### src/sv/bwbd_pkg.sv
// bwbd_pkg: shared constants for the bar-width barcode decoder
// register indexes, reset values and default sizing; no dependencies

package bwbd_pkg;

    // default sizing
    localparam int unsigned MAX_LINE_SAMPLES = 4096;
    localparam int unsigned NUMBER_BITS      = 20;
    localparam int unsigned CHECK_WIDTH      = 3;

    // configuration register file
    localparam int unsigned CFG_DATA_W = 8;
    localparam int unsigned CFG_IDX_W  = 1;

    localparam logic [CFG_IDX_W-1:0] REG_LEVEL_THRESHOLD = 1'b0;
    localparam logic [CFG_IDX_W-1:0] REG_QUIET_GAP_LIMIT = 1'b1;

    localparam logic [CFG_DATA_W-1:0] LEVEL_THRESHOLD_RST = 8'd128;
    localparam logic [CFG_DATA_W-1:0] QUIET_GAP_LIMIT_RST = 8'd10;

    // sample payload width
    localparam int unsigned LEVEL_W = 8;

endpackage

### src/sv/bar_width_barcode_decoder_unit.sv
// bar_width_barcode_decoder_unit: top level of the scan-line bar-width decoder
// input register, config registers and result register around bwbd_line_core
// depends on bwbd_pkg and bwbd_line_core
//
//  channel   valid        stall        payload
//  -------   ----------   ----------   -------------------------------------------
//  sample    i_in_valid   o_in_stall   i_sample_level, i_line_end
//  result    o_out_valid  i_out_stall  o_decoded_number, o_check_bits,
//                                      o_symbols_seen, o_check_match
//  config    i_cfg_we     (none)       i_cfg_index, i_cfg_data
//
// one item per cycle while the sample side is not stalled; a result passes the input
// register, then the result register behind the line-state update
// the sample side stalls only while a line-end item waits on a full, stalled
// result register; other samples keep flowing
// synchronous active-low reset clears line state, handshakes and config

module bar_width_barcode_decoder_unit #(
    parameter int unsigned MAX_LINE_SAMPLES = bwbd_pkg::MAX_LINE_SAMPLES,
    parameter int unsigned NUMBER_BITS      = bwbd_pkg::NUMBER_BITS,
    parameter int unsigned CHECK_WIDTH      = bwbd_pkg::CHECK_WIDTH,
    localparam int unsigned SYM_W           = $clog2(NUMBER_BITS + CHECK_WIDTH + 2)
) (
    input  logic                            i_clk,
    input  logic                            i_rst_n,
    // sample channel
    input  logic                            i_in_valid,
    output logic                            o_in_stall,
    input  logic [bwbd_pkg::LEVEL_W-1:0]    i_sample_level,
    input  logic                            i_line_end,
    // result channel
    output logic                            o_out_valid,
    input  logic                            i_out_stall,
    output logic [NUMBER_BITS-1:0]          o_decoded_number,
    output logic [CHECK_WIDTH-1:0]          o_check_bits,
    output logic [SYM_W-1:0]                o_symbols_seen,
    output logic                            o_check_match,
    // configuration
    input  logic                            i_cfg_we,
    input  logic [bwbd_pkg::CFG_IDX_W-1:0]  i_cfg_index,
    input  logic [bwbd_pkg::CFG_DATA_W-1:0] i_cfg_data
);

    logic [bwbd_pkg::CFG_DATA_W-1:0] r_level_threshold;
    logic [bwbd_pkg::CFG_DATA_W-1:0] r_quiet_gap_limit;

    logic                         r_s1_valid;
    logic [bwbd_pkg::LEVEL_W-1:0] r_s1_level;
    logic                         r_s1_line_end;

    logic                   r_out_valid;
    logic [NUMBER_BITS-1:0] r_number;
    logic [CHECK_WIDTH-1:0] r_check;
    logic [SYM_W-1:0]       r_symbols;
    logic                   r_match;

    logic                   w_commit;
    logic                   w_in_acc;
    logic                   w_out_load;
    logic [NUMBER_BITS-1:0] w_number;
    logic [CHECK_WIDTH-1:0] w_check;
    logic [SYM_W-1:0]       w_symbols;
    logic                   w_match;

    // handshake: the held item advances unless its result has nowhere to go
    assign w_commit   = r_s1_valid && !(r_s1_line_end && r_out_valid && i_out_stall);
    assign o_in_stall = r_s1_valid && !w_commit;
    assign w_in_acc   = i_in_valid && !o_in_stall;
    assign w_out_load = w_commit && r_s1_line_end;

    // configuration registers
    always_ff @(posedge i_clk) begin
        if (!i_rst_n) begin
            r_level_threshold <= bwbd_pkg::LEVEL_THRESHOLD_RST;
            r_quiet_gap_limit <= bwbd_pkg::QUIET_GAP_LIMIT_RST;
        end else if (i_cfg_we) begin
            unique case (i_cfg_index)
                bwbd_pkg::REG_LEVEL_THRESHOLD: r_level_threshold <= i_cfg_data;
                bwbd_pkg::REG_QUIET_GAP_LIMIT: r_quiet_gap_limit <= i_cfg_data;
                default: ;
            endcase
        end
    end

    // input register
    always_ff @(posedge i_clk) begin
        if (!i_rst_n) begin
            r_s1_valid <= 1'b0;
        end else begin
            r_s1_valid <= w_in_acc || (r_s1_valid && !w_commit);
        end
        if (w_in_acc) begin
            r_s1_level    <= i_sample_level;
            r_s1_line_end <= i_line_end;
        end
    end

    // line state and bit collection
    bwbd_line_core #(
        .MAX_LINE_SAMPLES (MAX_LINE_SAMPLES),
        .NUMBER_BITS      (NUMBER_BITS),
        .CHECK_WIDTH      (CHECK_WIDTH)
    ) u_core (
        .i_clk             (i_clk),
        .i_rst_n           (i_rst_n),
        .i_commit          (w_commit),
        .i_level           (r_s1_level),
        .i_line_end        (r_s1_line_end),
        .i_level_threshold (r_level_threshold),
        .i_quiet_gap_limit (r_quiet_gap_limit),
        .o_decoded_number  (w_number),
        .o_check_bits      (w_check),
        .o_symbols_seen    (w_symbols),
        .o_check_match     (w_match)
    );

    // result register
    always_ff @(posedge i_clk) begin
        if (!i_rst_n) begin
            r_out_valid <= 1'b0;
        end else if (w_out_load) begin
            r_out_valid <= 1'b1;
        end else if (!i_out_stall) begin
            r_out_valid <= 1'b0;
        end
        if (w_out_load) begin
            r_number  <= w_number;
            r_check   <= w_check;
            r_symbols <= w_symbols;
            r_match   <= w_match;
        end
    end

    assign o_out_valid      = r_out_valid;
    assign o_decoded_number = r_number;
    assign o_check_bits     = r_check;
    assign o_symbols_seen   = r_symbols;
    assign o_check_match    = r_match;

    // a new result only follows a committed line-end item
    a_result_source: assert property (@(posedge i_clk) disable iff (!i_rst_n)
        $rose(r_out_valid) |-> $past(w_commit && r_s1_line_end))
        else $error("result without a line-end item");

    // the sample side stalls only with an item held
    a_stall_cause: assert property (@(posedge i_clk) disable iff (!i_rst_n)
        o_in_stall |-> r_s1_valid && r_s1_line_end && r_out_valid && i_out_stall)
        else $error("input stalled without cause");

    // a waiting result is never overwritten
    a_no_overwrite: assert property (@(posedge i_clk) disable iff (!i_rst_n)
        r_out_valid && i_out_stall |-> !w_out_load)
        else $error("stalled result overwritten");

endmodule

### src/sv/bwbd_line_core.sv
// bwbd_line_core: per-line edge tracking, run lengths and bit collection
// holds the line state and forms the result fields; depends on bwbd_pkg

module bwbd_line_core #(
    parameter int unsigned MAX_LINE_SAMPLES = bwbd_pkg::MAX_LINE_SAMPLES,
    parameter int unsigned NUMBER_BITS      = bwbd_pkg::NUMBER_BITS,
    parameter int unsigned CHECK_WIDTH      = bwbd_pkg::CHECK_WIDTH,
    localparam int unsigned TOTAL_BITS      = NUMBER_BITS + CHECK_WIDTH,
    localparam int unsigned SYM_W           = $clog2(TOTAL_BITS + 2)
) (
    input  logic                            i_clk,
    input  logic                            i_rst_n,
    input  logic                            i_commit,
    input  logic [bwbd_pkg::LEVEL_W-1:0]    i_level,
    input  logic                            i_line_end,
    input  logic [bwbd_pkg::CFG_DATA_W-1:0] i_level_threshold,
    input  logic [bwbd_pkg::CFG_DATA_W-1:0] i_quiet_gap_limit,
    output logic [NUMBER_BITS-1:0]          o_decoded_number,
    output logic [CHECK_WIDTH-1:0]          o_check_bits,
    output logic [SYM_W-1:0]                o_symbols_seen,
    output logic                            o_check_match
);

    localparam int unsigned POS_W   = $clog2(MAX_LINE_SAMPLES);
    localparam int unsigned CMP_W   = (POS_W > bwbd_pkg::CFG_DATA_W) ? POS_W
                                                                     : bwbd_pkg::CFG_DATA_W;
    localparam int unsigned LOW_W   = (NUMBER_BITS < CHECK_WIDTH) ? NUMBER_BITS : CHECK_WIDTH;
    localparam logic [POS_W-1:0] POS_LAST = POS_W'(MAX_LINE_SAMPLES - 1);

    logic [bwbd_pkg::LEVEL_W-1:0] r_prev_level;
    logic [POS_W-1:0]             r_position;
    logic [POS_W-1:0]             r_bar_mark;
    logic [POS_W-1:0]             r_gap_mark;
    logic [SYM_W-1:0]             r_symbol;
    logic [TOTAL_BITS-1:0]        r_bits;

    logic [POS_W-1:0]      n_bar_mark;
    logic [POS_W-1:0]      n_gap_mark;
    logic [SYM_W-1:0]      n_symbol;
    logic [TOTAL_BITS-1:0] n_bits;

    logic [POS_W-1:0] w_pos;
    logic [POS_W-1:0] w_gap;
    logic [POS_W-1:0] w_bar_len;
    logic             w_was_white;
    logic             w_is_white;
    logic             w_active;

    // edge position, colors and run lengths clamped at zero
    assign w_pos       = r_position - POS_W'(1);
    assign w_was_white = r_prev_level > i_level_threshold;
    assign w_is_white  = i_level > i_level_threshold;
    assign w_active    = (r_position != '0) && (r_symbol <= SYM_W'(TOTAL_BITS));
    assign w_gap       = (w_pos >= r_gap_mark) ? (w_pos - r_gap_mark) : '0;
    assign w_bar_len   = (w_pos >= r_bar_mark) ? (w_pos - r_bar_mark) : '0;

    // next line state for this item
    always_comb begin
        n_bar_mark = r_bar_mark;
        n_gap_mark = r_gap_mark;
        n_symbol   = r_symbol;
        n_bits     = r_bits;
        if (w_active && w_was_white && !w_is_white) begin
            // white-to-black: short gap adds a symbol, quiet gap restarts
            if (CMP_W'(w_gap) < CMP_W'(i_quiet_gap_limit)) begin
                n_symbol = r_symbol + SYM_W'(1);
                for (int k = 0; k < TOTAL_BITS; k++) begin
                    if (r_symbol == SYM_W'(k)) begin
                        n_bits[k] = r_bar_mark > w_gap;
                    end
                end
            end else begin
                n_symbol = '0;
            end
            n_bar_mark = w_pos + POS_W'(1);
        end else if (w_active && !w_was_white && w_is_white) begin
            // black-to-white: bar mark turns into the bar length
            n_bar_mark = w_bar_len;
            n_gap_mark = w_pos + POS_W'(1);
        end
    end

    // result fields from the updated store
    assign o_decoded_number = n_bits[NUMBER_BITS-1:0];
    assign o_check_bits     = n_bits[TOTAL_BITS-1:NUMBER_BITS];
    assign o_symbols_seen   = n_symbol;
    assign o_check_match    = o_check_bits == CHECK_WIDTH'(o_decoded_number[LOW_W-1:0]);

    // line state, cleared after the last sample of each line
    always_ff @(posedge i_clk) begin
        if (!i_rst_n) begin
            r_prev_level <= '0;
            r_position   <= '0;
            r_bar_mark   <= '0;
            r_gap_mark   <= '0;
            r_symbol     <= '0;
            r_bits       <= '0;
        end else if (i_commit) begin
            if (i_line_end) begin
                r_prev_level <= '0;
                r_position   <= '0;
                r_bar_mark   <= '0;
                r_gap_mark   <= '0;
                r_symbol     <= '0;
                r_bits       <= '0;
            end else begin
                r_prev_level <= i_level;
                if (r_position != POS_LAST) begin
                    r_position <= r_position + POS_W'(1);
                end
                r_bar_mark <= n_bar_mark;
                r_gap_mark <= n_gap_mark;
                r_symbol   <= n_symbol;
                r_bits     <= n_bits;
            end
        end
    end

    // symbol count stops one past the store size
    a_symbol_bound: assert property (@(posedge i_clk) disable iff (!i_rst_n)
        r_symbol <= SYM_W'(TOTAL_BITS + 1))
        else $error("symbol count beyond limit");

    // a line end leaves the line state cleared
    a_line_clear: assert property (@(posedge i_clk) disable iff (!i_rst_n)
        i_commit && i_line_end |=> r_position == '0 && r_bits == '0 && r_symbol == '0)
        else $error("line state not cleared after line end");

    // no edge is taken while collection is full
    a_full_hold: assert property (@(posedge i_clk) disable iff (!i_rst_n)
        i_commit && !i_line_end && r_symbol > SYM_W'(TOTAL_BITS) |=> $stable(r_bits)
            && $stable(r_symbol))
        else $error("collection changed after it was full");

endmodule

### config.mk
export PLATFORM = sky130hd
export DESIGN_NAME = bar_width_barcode_decoder_unit
export DESIGN_NICKNAME = d
export VERILOG_FILES = /design/src/sv/bwbd_pkg.sv /design/src/sv/bar_width_barcode_decoder_unit.sv /design/src/sv/bwbd_line_core.sv
export SDC_FILE = /design/constraint.sdc
export NUM_CORES = 1
export LEC_CHECK = 0
export BUFFER_PORTS_ARGS = -buffer_cell sky130_fd_sc_hd__buf_2
export CORE_ASPECT_RATIO = 1.1
export CORE_MARGIN = 10
export CORE_UTILIZATION = 45
export DETAILED_ROUTE_END_ITERATION = 6
export MAX_ROUTING_LAYER = met4
export SLEW_MARGIN = 20
export SYNTH_ARGS = -nofsm -noshare
export SYNTH_HDL_FRONTEND = slang
export SYNTH_HIERARCHICAL = 1
export SYNTH_SLANG_ARGS = --single-unit
### constraint.sdc
create_clock -name i_clk -period 12.8 [get_ports i_clk]
set_input_delay 1.92 -clock i_clk [delete_from_list [all_inputs] [get_ports i_clk]]
set_output_delay 1.92 -clock i_clk [all_outputs]
set_load 0.1 [all_outputs]
==> results.md, run 1 <==
- Status: finished, final reports clean
- Library cells used by synthesis: 64
- Util after Layout: 51.33%
- Post-CTS setup buffer count: 0
- Tightest Pin Transition: 1091 ps
- Antenna diodes: 0
- Max-cap violations: 0
- Overall power: 0.001048 W
- Clk_skew: 9.799 ps
- Crit share post-route: 49.17%
- Syn Area/Cell: 8.722 sq um
- HPWL Detailed: 14640 microns
- Min Tclk post-route: 6293 ps
- CP required: 13060 ps
- Antenna violations before repair: 0
- Cell accounting for the most synthesized area: dfxtp_1
- CTS root buf: clkbuf_16
- EDFF count, synth: 38
- Vias: 6558
- Pwr Density: 115.5 nW/um^2
- Ys flop type: dfxtp_1
- Setup TNS: 0 ps
- # rows: 51
- Ports: 54
- Critical setup path kind: flip-flop to flip-flop
- Synth top area cells: dfxtp_1 (22%), edfxtp_1 (14%), ha_1 (10%)
- H-tree depth: 4
- Slew Viols, Final: 0
- Hold crit path type: flip-flop to flip-flop
- Vias in the first global route: 6362
- Final GP Congestion: 0.9166
- Sink Count: 128
- Core area: 17680 sq um
- Synthesis-stage register bit count: 128
- Area grow syn2layout: 12.35%
- GRT Resource Usage Total: 17.27%
- Total wire length: 20020 microns
- Fmax: 0.1589 GHz
- Cts bufs inserted: 17
- Most frequent cells after synthesis: nand2_1 (108), dfxtp_1 (90), inv_1 (80)
- CP max FO: 13
- Count of final hold-check violations: 0
- Die H: 160.5 microns
- Synthesized area: 8076 sq um
- Remaining DRCs: 0
- Hold slack: 450.5 ps
- Iteration-0 DRC Markers: 388
- Crit. End Element: flip-flop
- Vias per cell: 5.420
- Synth top area share: 22.31%
- Dpl ws: 6590 ps
- Max_slew headroom: 26.99%
- First-pass GRT wire length: 32810 microns
- Syn nets: 1018
- Number of port buffers: 53
- Most common cell in the synthesized netlist: nand2_1
- WP data arrival: 6560 ps
- Drt first pass iters: 5
- Die extent in x: 147.7 microns
- Gate Count Post-Synth: 926
- P_leak: 3.591 nW
- WL/cell: 16.54 microns
- Fin nets: 1051
- RSZ-0062 raised after global routing: no
- Post_cts resized: 0
- Clk buf depth: 2
- CTS tree: built
- Seq/Total Area, Yosys: 36.44%
- Startpoint Class: flip-flop
- CTS clock-pin slew for the worst setup and hold paths: 60 ps
- # hold bufs at CTS: 0
- Final Worst Setup Slack: 6507 ps
- Antenna Nets Post-Route: 0
- Largest net degree at the start of global routing: 71
- Final Setup Violations: 0
- Gr ovfl total: 0
- Layout cells sized above 1: 13.37%
- Synth async-reset ratio: 0%
- Max VDD drop: 0.09700 mV
- Fillers: 1675
- Yosys Warn Count: 6
- Worst skew pair latency: 430 ps
- Die area: 23710 sq um
- Initial core utilization: 45.69%
placed cells by master (no fill, tap or decap), drive strengths merged, types with 3 or more instances in the layout:
master	instances
o22ai	12
or3	5
or2	5
clkinv	6
inv	87
ha	67
dfxtp	90
xor2	19
xnor2	27
and2	13
a21o	10
o21ai	45
buf	59
mux2	22
nand2b	9
and4	4
edfxtp	38
o31ai	4
a31oi	12
a21boi	22
nor2b	43
a2111oi	6
nand4	18
nor3	12
nor2	50
o21a	4
a22oi	30
o211ai	9
clkbuf	18
nand2	108
a21oi	45
o41ai	4
nand3	21
and3	6
nor4	4
o22a	3
a22o	4
a211oi	7
per-stage QoR:
step | instance area, sq um | std cells
2_1_floorplan | 8077 | 926
3_3_place_gp | 8489 | 1178
3_5_place_dp | 8489 | 1178
4_1_cts | 9074 | 1210
5_1_grt | 9074 | 1210
6_report | 9074 | 1210
routing by layer:
metal	part of all wire, %	global-route usage, %	up-vias
li1	-	-	3343
met5	0	-	-
met3	3.4	2.642	28
met1	47	21.74	3061
met2	47	27.60	126
met4	2.1	6.222	0
kinds of logic after synthesis:
logic type / Yosys count / synth area share (%)
buf+inv: 127 / 6.274
mux: 23 / 3.191
simple gates: 304 / 18.44
compound gates: 229 / 19.80
fa+ha+maj: 69 / 10.88
flops: 128 / 36.44
xor+xnor: 46 / 4.988
power by group:
part	switching, W	total (W)	internal, W	leakage, nW
Sequential	0.00000499	0.000429	0.000424	1.11
Combinational	0.0000868	0.000137	0.0000497	2.19
Clock	0.000193	0.000483	0.000290	0.287
area by class of cell:
class                      count  area [sq um]  share of cell area (%)
clock buffer                  18         429.2                   4.730
clock inverter                14         155.1                   1.710
inverter                      82         307.8                   3.392
multi-input combinational    671          4631                   51.03
sequential                   128          2943                   32.43
tap                          238         297.8                   3.282
timing repair buffer          59         310.3                   3.420
flip-flops by register name, indices dropped and copies added (netlist names), 3 cells and up:
register	count
r_s1_level	8
u_core/r_bits	23
u_core/r_position	12
r_quiet_gap_limit	8
u_core/r_prev_level	8
u_core/r_bar_mark	12
o_check_bits	3
o_decoded_number	20
o_symbols_seen	5
r_level_threshold	8
u_core/r_gap_mark	12
u_core/r_symbol	5
worst max-delay path, cell delays in order, from the launching register on:
cell       delay [ps]
dfxtp_1           420
nor2_1            220
nand3_1           220
nor4_1            280
xor2_1            450
ha_1              440
a21oi_4           220
inv_2              50
a31oi_1           150
a21oi_1            90
o22a_1            350
nand2_1           160
inv_1              50
ha_1              290
a21o_1            160
a21o_1            160
a21oi_1           190
o31a_1            190
nand2b_1           60
or4_4             550
a2111oi_2         440
mux2_2            410
or3_1             380
a211oi_2          210
worst paths after layout:
kind | cells after the start | to | slack [ps] | startpoint
worst max-delay path | 23 | o_check_match | 6510 | u_core/r_position[2]
worst min-delay path | 2 | r_quiet_gap_limit[7] | 450 | r_quiet_gap_limit[7]
worst max register to register | 23 | o_check_match | 6510 | u_core/r_position[2]
worst min register to register | 2 | r_quiet_gap_limit[7] | 450 | r_quiet_gap_limit[7]
No activity file was read; power rests on OpenSTA's default activity.
==> run 2: changes to the inputs <==
Clock period 12.8 ns to 6.4 ns, I/O delays scaled along.
==> results.md, run 2 (same netlist as run 1, synthesis figures left out) <==
- RSZ-0062 raised after global routing: no
- Antenna violations before repair: 0 (unchanged)
- Antenna diodes: 0 (unchanged)
- Die area: 23710 sq um (unchanged)
- Sink Count: 128 (unchanged)
- Max VDD drop: 0.1885 mV (+94%)
- Largest net degree at the start of global routing: 71 (unchanged)
- HPWL Detailed: 14720 microns (+0.54%)
- Vias per cell: 5.424 (about the same)
- Slew Viols, Final: 0 (unchanged)
- Max-cap violations: 0 (unchanged)
- CP required: 6640 ps (-6420 ps)
- Flop-to-flop setup slack: 450 ps (-6060 ps)
- Vias in the first global route: 6381 (+0.30%)
- Gr ovfl total: 0 (unchanged)
- Util after Layout: 51.60% (+0.27 points)
- P_leak: 3.597 nW (+0.16%)
- Min-delay src: u_core/r_bits[19]
- Largest register FFs: 23 (unchanged)
- Met3 Wirelength: 805 microns (+17%)
- CTS clock-pin slew for the worst setup and hold paths: 60 ps (about the same)
- Fin area: 9121 sq um (+0.52%)
- Cts bufs inserted: 17 (unchanged)
- Worst r2r dst: o_check_match
- Antenna Nets Post-Route: 0 (unchanged)
- Worst-case reg-to-reg path depth: 23 (unchanged)
- First-pass GRT wire length: 33210 microns (+1.2%)
- Core area: 17680 sq um (unchanged)
- Hold path endpoint: u_core/r_bits[19]
- Area grow syn2layout: 12.94%
- Vias: 6607 (+0.75%)
- Placed instance area: 8542 sq um (+0.62%)
- Hold crit path type: flip-flop to flip-flop
- CTS tree: built
- Clk buf depth: 2 (unchanged)
- H-tree depth: 4 (unchanged)
- Overall power: 0.002026 W (+93%)
- Initial core utilization: 45.69% (unchanged)
- Pwr Density: 222.1 nW/um^2 (+92%)
- CP max FO: 13 (unchanged)
- Total wire length: 20480 microns (+2.3%)
- Max_slew headroom: 20.80% (-6.2 points)
- Drt first pass iters: 5 (unchanged)
- Min Tclk post-route: 5953 ps (-340.5 ps)
- Final GP Congestion: 0.9172 (about the same)
- Number of port buffers: 53 (unchanged)
- Most common cell after layout, fill and taps aside: nand2_1
- Clk_skew: 11.08 ps (+1.277 ps)
- Wl on met1: 9647 microns (+2.2%)
- # rows: 51 (unchanged)
- Tightest Pin Transition: 1184 ps (+92.39 ps)
- Critical setup path kind: flip-flop to flip-flop
- Ports: 54 (unchanged)
- Placed instance count: 1185 (+0.59%)
- GRT Resource Usage Total: 17.66% (+0.39 points)
- Iteration-0 DRC Markers: 379 (-2.3%)
- WL met2: 9731 microns (+2.6%)
- CTS root buf: clkbuf_16
- Setup TNS: 0 ps (unchanged)
- Crit. End Element: flip-flop
- Die extent in x: 147.7 microns (unchanged)
- Die H: 160.5 microns (unchanged)
- Worst skew pair latency: 420 ps (about the same)
- Highest Signal Layer: met4
- Fmax: 0.1680 GHz (+5.7%)
- Layout cells sized above 1: 14.59% (+1.2 points)
- Startpoint Class: flip-flop
- Crit share post-route: 93.01% (+44 points)
- Most frequent cells in the layout: nand2_1 (108), dfxtp_1 (90), inv_1 (80), ha_1 (64), buf_2 (53)
- Post-CTS setup buffer count: 0 (unchanged)
- Reg with most FFs: u_core/r_bits
- # hold bufs at CTS: 0 (unchanged)
- Hold Crit Depth: 2 (unchanged)
- Remaining DRCs: 0 (unchanged)
- Final Setup Violations: 0 (unchanged)
- Count of final hold-check violations: 0 (unchanged)
- WP data arrival: 6200 ps (-360 ps)
- Cell Count, Final, Fillers Out: 1218 (+0.66%)
- Status: finished, final reports clean
- FF-to-FF Start: u_core/r_position[3]
- Fin nets: 1059 (+0.76%)
- WL/cell: 16.82 microns (+1.7%)
-- run 2: cell count changes in the layout (fill, tap and decap cells not counted), moves of 2 or more --
cell	before	now
ha_1	67	64
bufinv_16	2	0
clkinvlp_4	1	3
buf_4	6	13
ha_2	0	3
clkbuf_8	0	2
inv_6	4	2
-- run 2: worst max-delay path by stage --
stage | from | end | cells after the start
floorplan | u_core/r_position[3] | o_check_match | 26
global placement | u_core/r_position[3] | o_check_match | 23
detailed placement | u_core/r_position[3] | o_check_match | 23
CTS | u_core/r_position[3] | o_check_match | 23
global route | u_core/r_position[3] | o_check_match | 23
finish | u_core/r_position[3] | o_check_match | 23
-- run 2: what timing repair did --
item / 4_1_cts / 5_1_grt
resized for setup: 0 / 6
hold endpoints to repair: 0 / 0
endpoints found under the setup margin: 0 / 17
-- run 2: worst max-delay path: stages (launching register included) --
cell and delay, ps:
dfxtp_1 390, nor2_1 200, nand3_1 240, nor4_2 230, xor2_1 260, ha_2 390
a21oi_4 190, inv_2 50, a31oi_1 140, a21oi_1 110, o22a_2 300, nand2_1 120
inv_1 50, ha_1 280, a21o_1 170, a21o_1 170, a21oi_1 200, o31a_1 200
nand2b_1 60, or4_4 560, a2111oi_4 400, mux2_2 410, or3_1 390, a211oi_2 250
-- run 2: metrics by stage --
| step | hold slack, ps | setup slack (ps) |
|---|---|---|
| CTS | 450.7 | 127.5 |
| global placement | 436.8 | 415.1 |
| floorplan | 425.4 | 793.6 |
| finish | 451.3 | 447.4 |
| detailed placement | 441.7 | 250.3 |
| global route | 468.3 | 36.20 |
-- run 2: layout make-up --
| class | count | area, sq um |
|---|---|---|
| Clock buffer | 20 | 456.7 |
| Multi-Input combinational cell | 672 | 4667 |
| Tap cell | 238 | 297.8 |
| Sequential cell | 128 | 2943 |
| Fill cell | 1707 | 8554 |
| Timing Repair Buffer | 66 | 362.8 |
| Clock inverter | 12 | 86.33 |
| Inverter | 82 | 307.8 |
-- run 2: report_power, final --
group | switching (W) | leakage (nW) | total [W] | internal [W]
Clock | 0.000375 | 0.263 | 0.000891 | 0.000516
Sequential | 0.00000732 | 1.11 | 0.000855 | 0.000848
Combinational | 0.000177 | 2.22 | 0.000280 | 0.000102
-- run 2: layer usage --
layer	global-route usage [%]	vias to the layer above
li1	-	3353
met1	22.06	3101
met2	27.99	130
met3	3.513	23
met4	5.996	0
met5	-	-
==> run 3: changes to the inputs <==
Settings changed: CELL_PAD_IN_SITES_DETAIL_PLACEMENT set to 1, CELL_PAD_IN_SITES_GLOBAL_PLACEMENT set to 2, CORE_MARGIN 10 to unset, CORE_UTILIZATION 45 to 34, PLACE_DENSITY_LB_ADDON set to 0.1.
Clock period 6.4 ns to 5.4 ns, I/O delays scaled along.
==> results.md, run 3 (same netlist as run 1, synthesis figures left out) <==
- Status: finished, final reports clean
- P_leak: 3.950 nW (+9.8%)
- Util after Layout: 42.88% (-8.7 points)
- WP data arrival: 5470 ps (-730 ps)
- Hold slack: 451.3 ps (-0.04100 ps)
- Hold crit path type: flip-flop to flip-flop
- CTS tree: built
- Clk buf depth: 2 (unchanged)
- Vias: 6978 (+5.6%)
- Crit-path cells: nor2_1, nand2_2, nor4_4, nand2b_1, xnor2_1, buf_4, ha_1, nor2_1, o21ai_1, o22a_1, buf_6, nand2b_1, inv_1, ha_1, a21o_1, a211oi_2, o31a_1, nand2b_1, or4_4, a2111oi_4, mux2_4, or3_1, a211oi_2
- Largest register FFs: 23 (unchanged)
- Antenna Nets Post-Route: 0 (unchanged)
- CP Launch Point: u_core/r_position[4]
- Vias in the first global route: 7273 (+14%)
- Fin area: 9894 sq um (+8.5%)
- Area grow syn2layout: 22.51%
- Max VDD drop: 0.1549 mV (-18%)
- Number of port buffers: 53 (unchanged)
- CTS root buf: clkbuf_16
- Crit. End Element: flip-flop
- Core area: 23080 sq um (+31%)
- Fmax: 0.1920 GHz (+14%)
- Worst-case reg-to-reg path depth: 23 (unchanged)
- Max-cap violations: 0 (unchanged)
- Flop-to-flop setup slack: 190 ps (-250 ps)
- Comb power frac: 14.7% (+0.9 points)
- CP Buf/Inv Count: 3 (+1)
- # rows: 58 (+14%)
- CP required: 5660 ps (-980 ps)
- Reg with most FFs: u_core/r_bits
- Ports: 54 (unchanged)
- Die extent in x: 149.0 microns (+0.82%)
- FF-to-FF Start: u_core/r_position[4]
- Placed instance area: 8991 sq um (+5.3%)
- Max_slew headroom: 32.56% (+12 points)
- Final Worst Setup Slack: 192.4 ps (-255.0 ps)
- Tightest Pin Transition: 1009 ps (-174.2 ps)
- Clk pwr share: 46.2% (+2.2 points)
- Count of final hold-check violations: 0 (unchanged)
- CP peak stage delay: 540 ps (-20 ps)
- Sequential power share: 39.0% (-3.2 points)
- Dpl ws: -138.3 ps (-388.6 ps)
- WL met2: 12040 microns (+24%)
- Fin nets: 1116 (+5.4%)
- Die H: 163.6 microns (+2.0%)
- Vias per cell: 5.215 (-3.9%)
- Startpoint Class: flip-flop
- Slew Viols, Final: 0 (unchanged)
- Remaining DRCs: 0 (unchanged)
- Final Setup Violations: 0 (unchanged)
- Worst path top cell family by delay: simple AND/OR/NAND/NOR gates
- Highest Signal Layer: met4
- CTS clock-pin slew for the worst setup and hold paths: 60 ps (about the same)
- Cts bufs inserted: 17 (unchanged)
- Met3 Wirelength: 569 microns (-29%)
- Wl on met1: 11480 microns (+19%)
- Worst Setup EP: o_check_match
- Pwr Density: 262.6 nW/um^2 (+18%)
- WL/cell: 18.36 microns (+9.2%)
- Most common cell after layout, fill and taps aside: nand2_1
- Gr ovfl total: 0 (unchanged)
- Fillers: 2712 (+59%)
- Antenna violations before repair: 0 (unchanged)
- Worst skew pair latency: 430 ps (about the same)
- Critical path depth: 23 (unchanged)
- Drt first pass iters: 4 (-1)
- GRT Resource Usage Total: 21.25% (+3.6 points)
- Largest net degree at the start of global routing: 30 (-58%)
- Setup TNS: 0 ps (unchanged)
- Min Tclk post-route: 5208 ps (-745.0 ps)
- HPWL Detailed: 18280 microns (+24%)
- Most frequent CP cell: nand2b_1
- Most frequent cells in the layout: nand2_1 (106), dfxtp_1 (88), inv_1 (77), buf_4 (68), ha_1 (59)
- Crit-path slowest cell: or4_4
- Final GP Congestion: 0.8805 (-4.0%)
- First-pass GRT wire length: 38880 microns (+17%)
- Total wire length: 24570 microns (+20%)
- Die area: 24370 sq um (+2.8%)
- Layout cells sized above 1: 21.70% (+7.1 points)
- Crit share post-route: 96.44% (+3.4 points)
- Clk_skew: 12.19 ps (+1.118 ps)
- Iteration-0 DRC Markers: 217 (-43%)
- Critical setup path kind: flip-flop to flip-flop
- Initial core utilization: 35.00% (-11 points)
- Sink Count: 128 (unchanged)
- H-tree depth: 4 (unchanged)
- Net Sw Frac: 28.77% (+1.1 points)
- Worst r2r dst: o_check_match
- Sw power: 0.0007476 W (+33%)
- Power Internal: 0.001851 W (+26%)
- CP max FO: 6 (-7)
==> run 3: area by class of cell <==
type                       count  area, sq um  share of cell area, %
multi-input combinational    672         4867                  49.19
sequential                   128         2945                  29.77
timing repair buffer         123        798.3                  8.068
clock buffer                  17        425.4                  4.299
tap                          300        375.4                  3.794
inverter                      82        307.8                  3.111
clock inverter                15        172.7                  1.745
antenna                        1        2.502                0.02529
==> run 3: timing repair <==
action                                  4_1_cts  5_1_grt
hold buffers                                  0        0
resized for setup                             9       29
buffers inserted                              2       10
pin swaps                                     4       14
gates cloned                                  0        1
endpoints found under the setup margin       20       37
==> run 3: metrics by stage <==
stage	total power, W	cells
after floorplan	0.001278	926
after global placement	0.001398	1292
after detailed placement	0.001400	1292
after CTS	0.002615	1326
after global routing	0.002710	1337
final	0.002598	1338
==> run 3: worst min path at each step <==
stage                       from                end  slack [ps]  cells past startpoint
5_1_grt         u_core/r_bits[3]   u_core/r_bits[3]         470                      2
4_1_cts        u_core/r_bits[18]  u_core/r_bits[18]         460                      2
6_report       u_core/r_bits[18]  u_core/r_bits[18]         450                      2
2_1_floorplan  u_core/r_bits[16]  u_core/r_bits[16]         430                      2
3_5_place_dp   u_core/r_bits[16]  u_core/r_bits[16]         450                      2
3_3_place_gp   u_core/r_bits[18]  u_core/r_bits[18]         440                      2
==> run 3: worst register-to-register path: stages, from the launching register on <==
cell       delay, ps
dfxtp_1          390
nor2_1           200
nand2_2          150
nor4_4           190
nand2b_1         110
xnor2_1          140
buf_4            170
ha_1             220
nor2_1           120
o21ai_1          100
o22a_1           240
buf_6            140
nand2b_1          90
inv_1             50
ha_1             270
a21o_1           180
a211oi_2         210
o31a_1           180
nand2b_1          60
or4_4            540
a2111oi_4        380
mux2_4           340
or3_1            380
a211oi_2         190
==> run 3: power by group through the flow <==
stage	Combinational [W]	Sequential [W]	Clock (W)
global route	0.000424	0.00102	0.00127
detailed placement	0.000365	0.00104	0
global placement	0.000363	0.00103	0
floorplan	0.000221	0.00106	0
finish	0.000383	0.00101	0.00120
CTS	0.000371	0.00101	0.00123
==> run 3: per-layer routing <==
| layer | track usage, % | vias up |
|---|---|---|
| li1 | - | 3465 |
| met1 | 26.36 | 3390 |
| met2 | 35.48 | 89 |
| met3 | 2.709 | 34 |
| met4 | 7.096 | 0 |
| met5 | - | - |
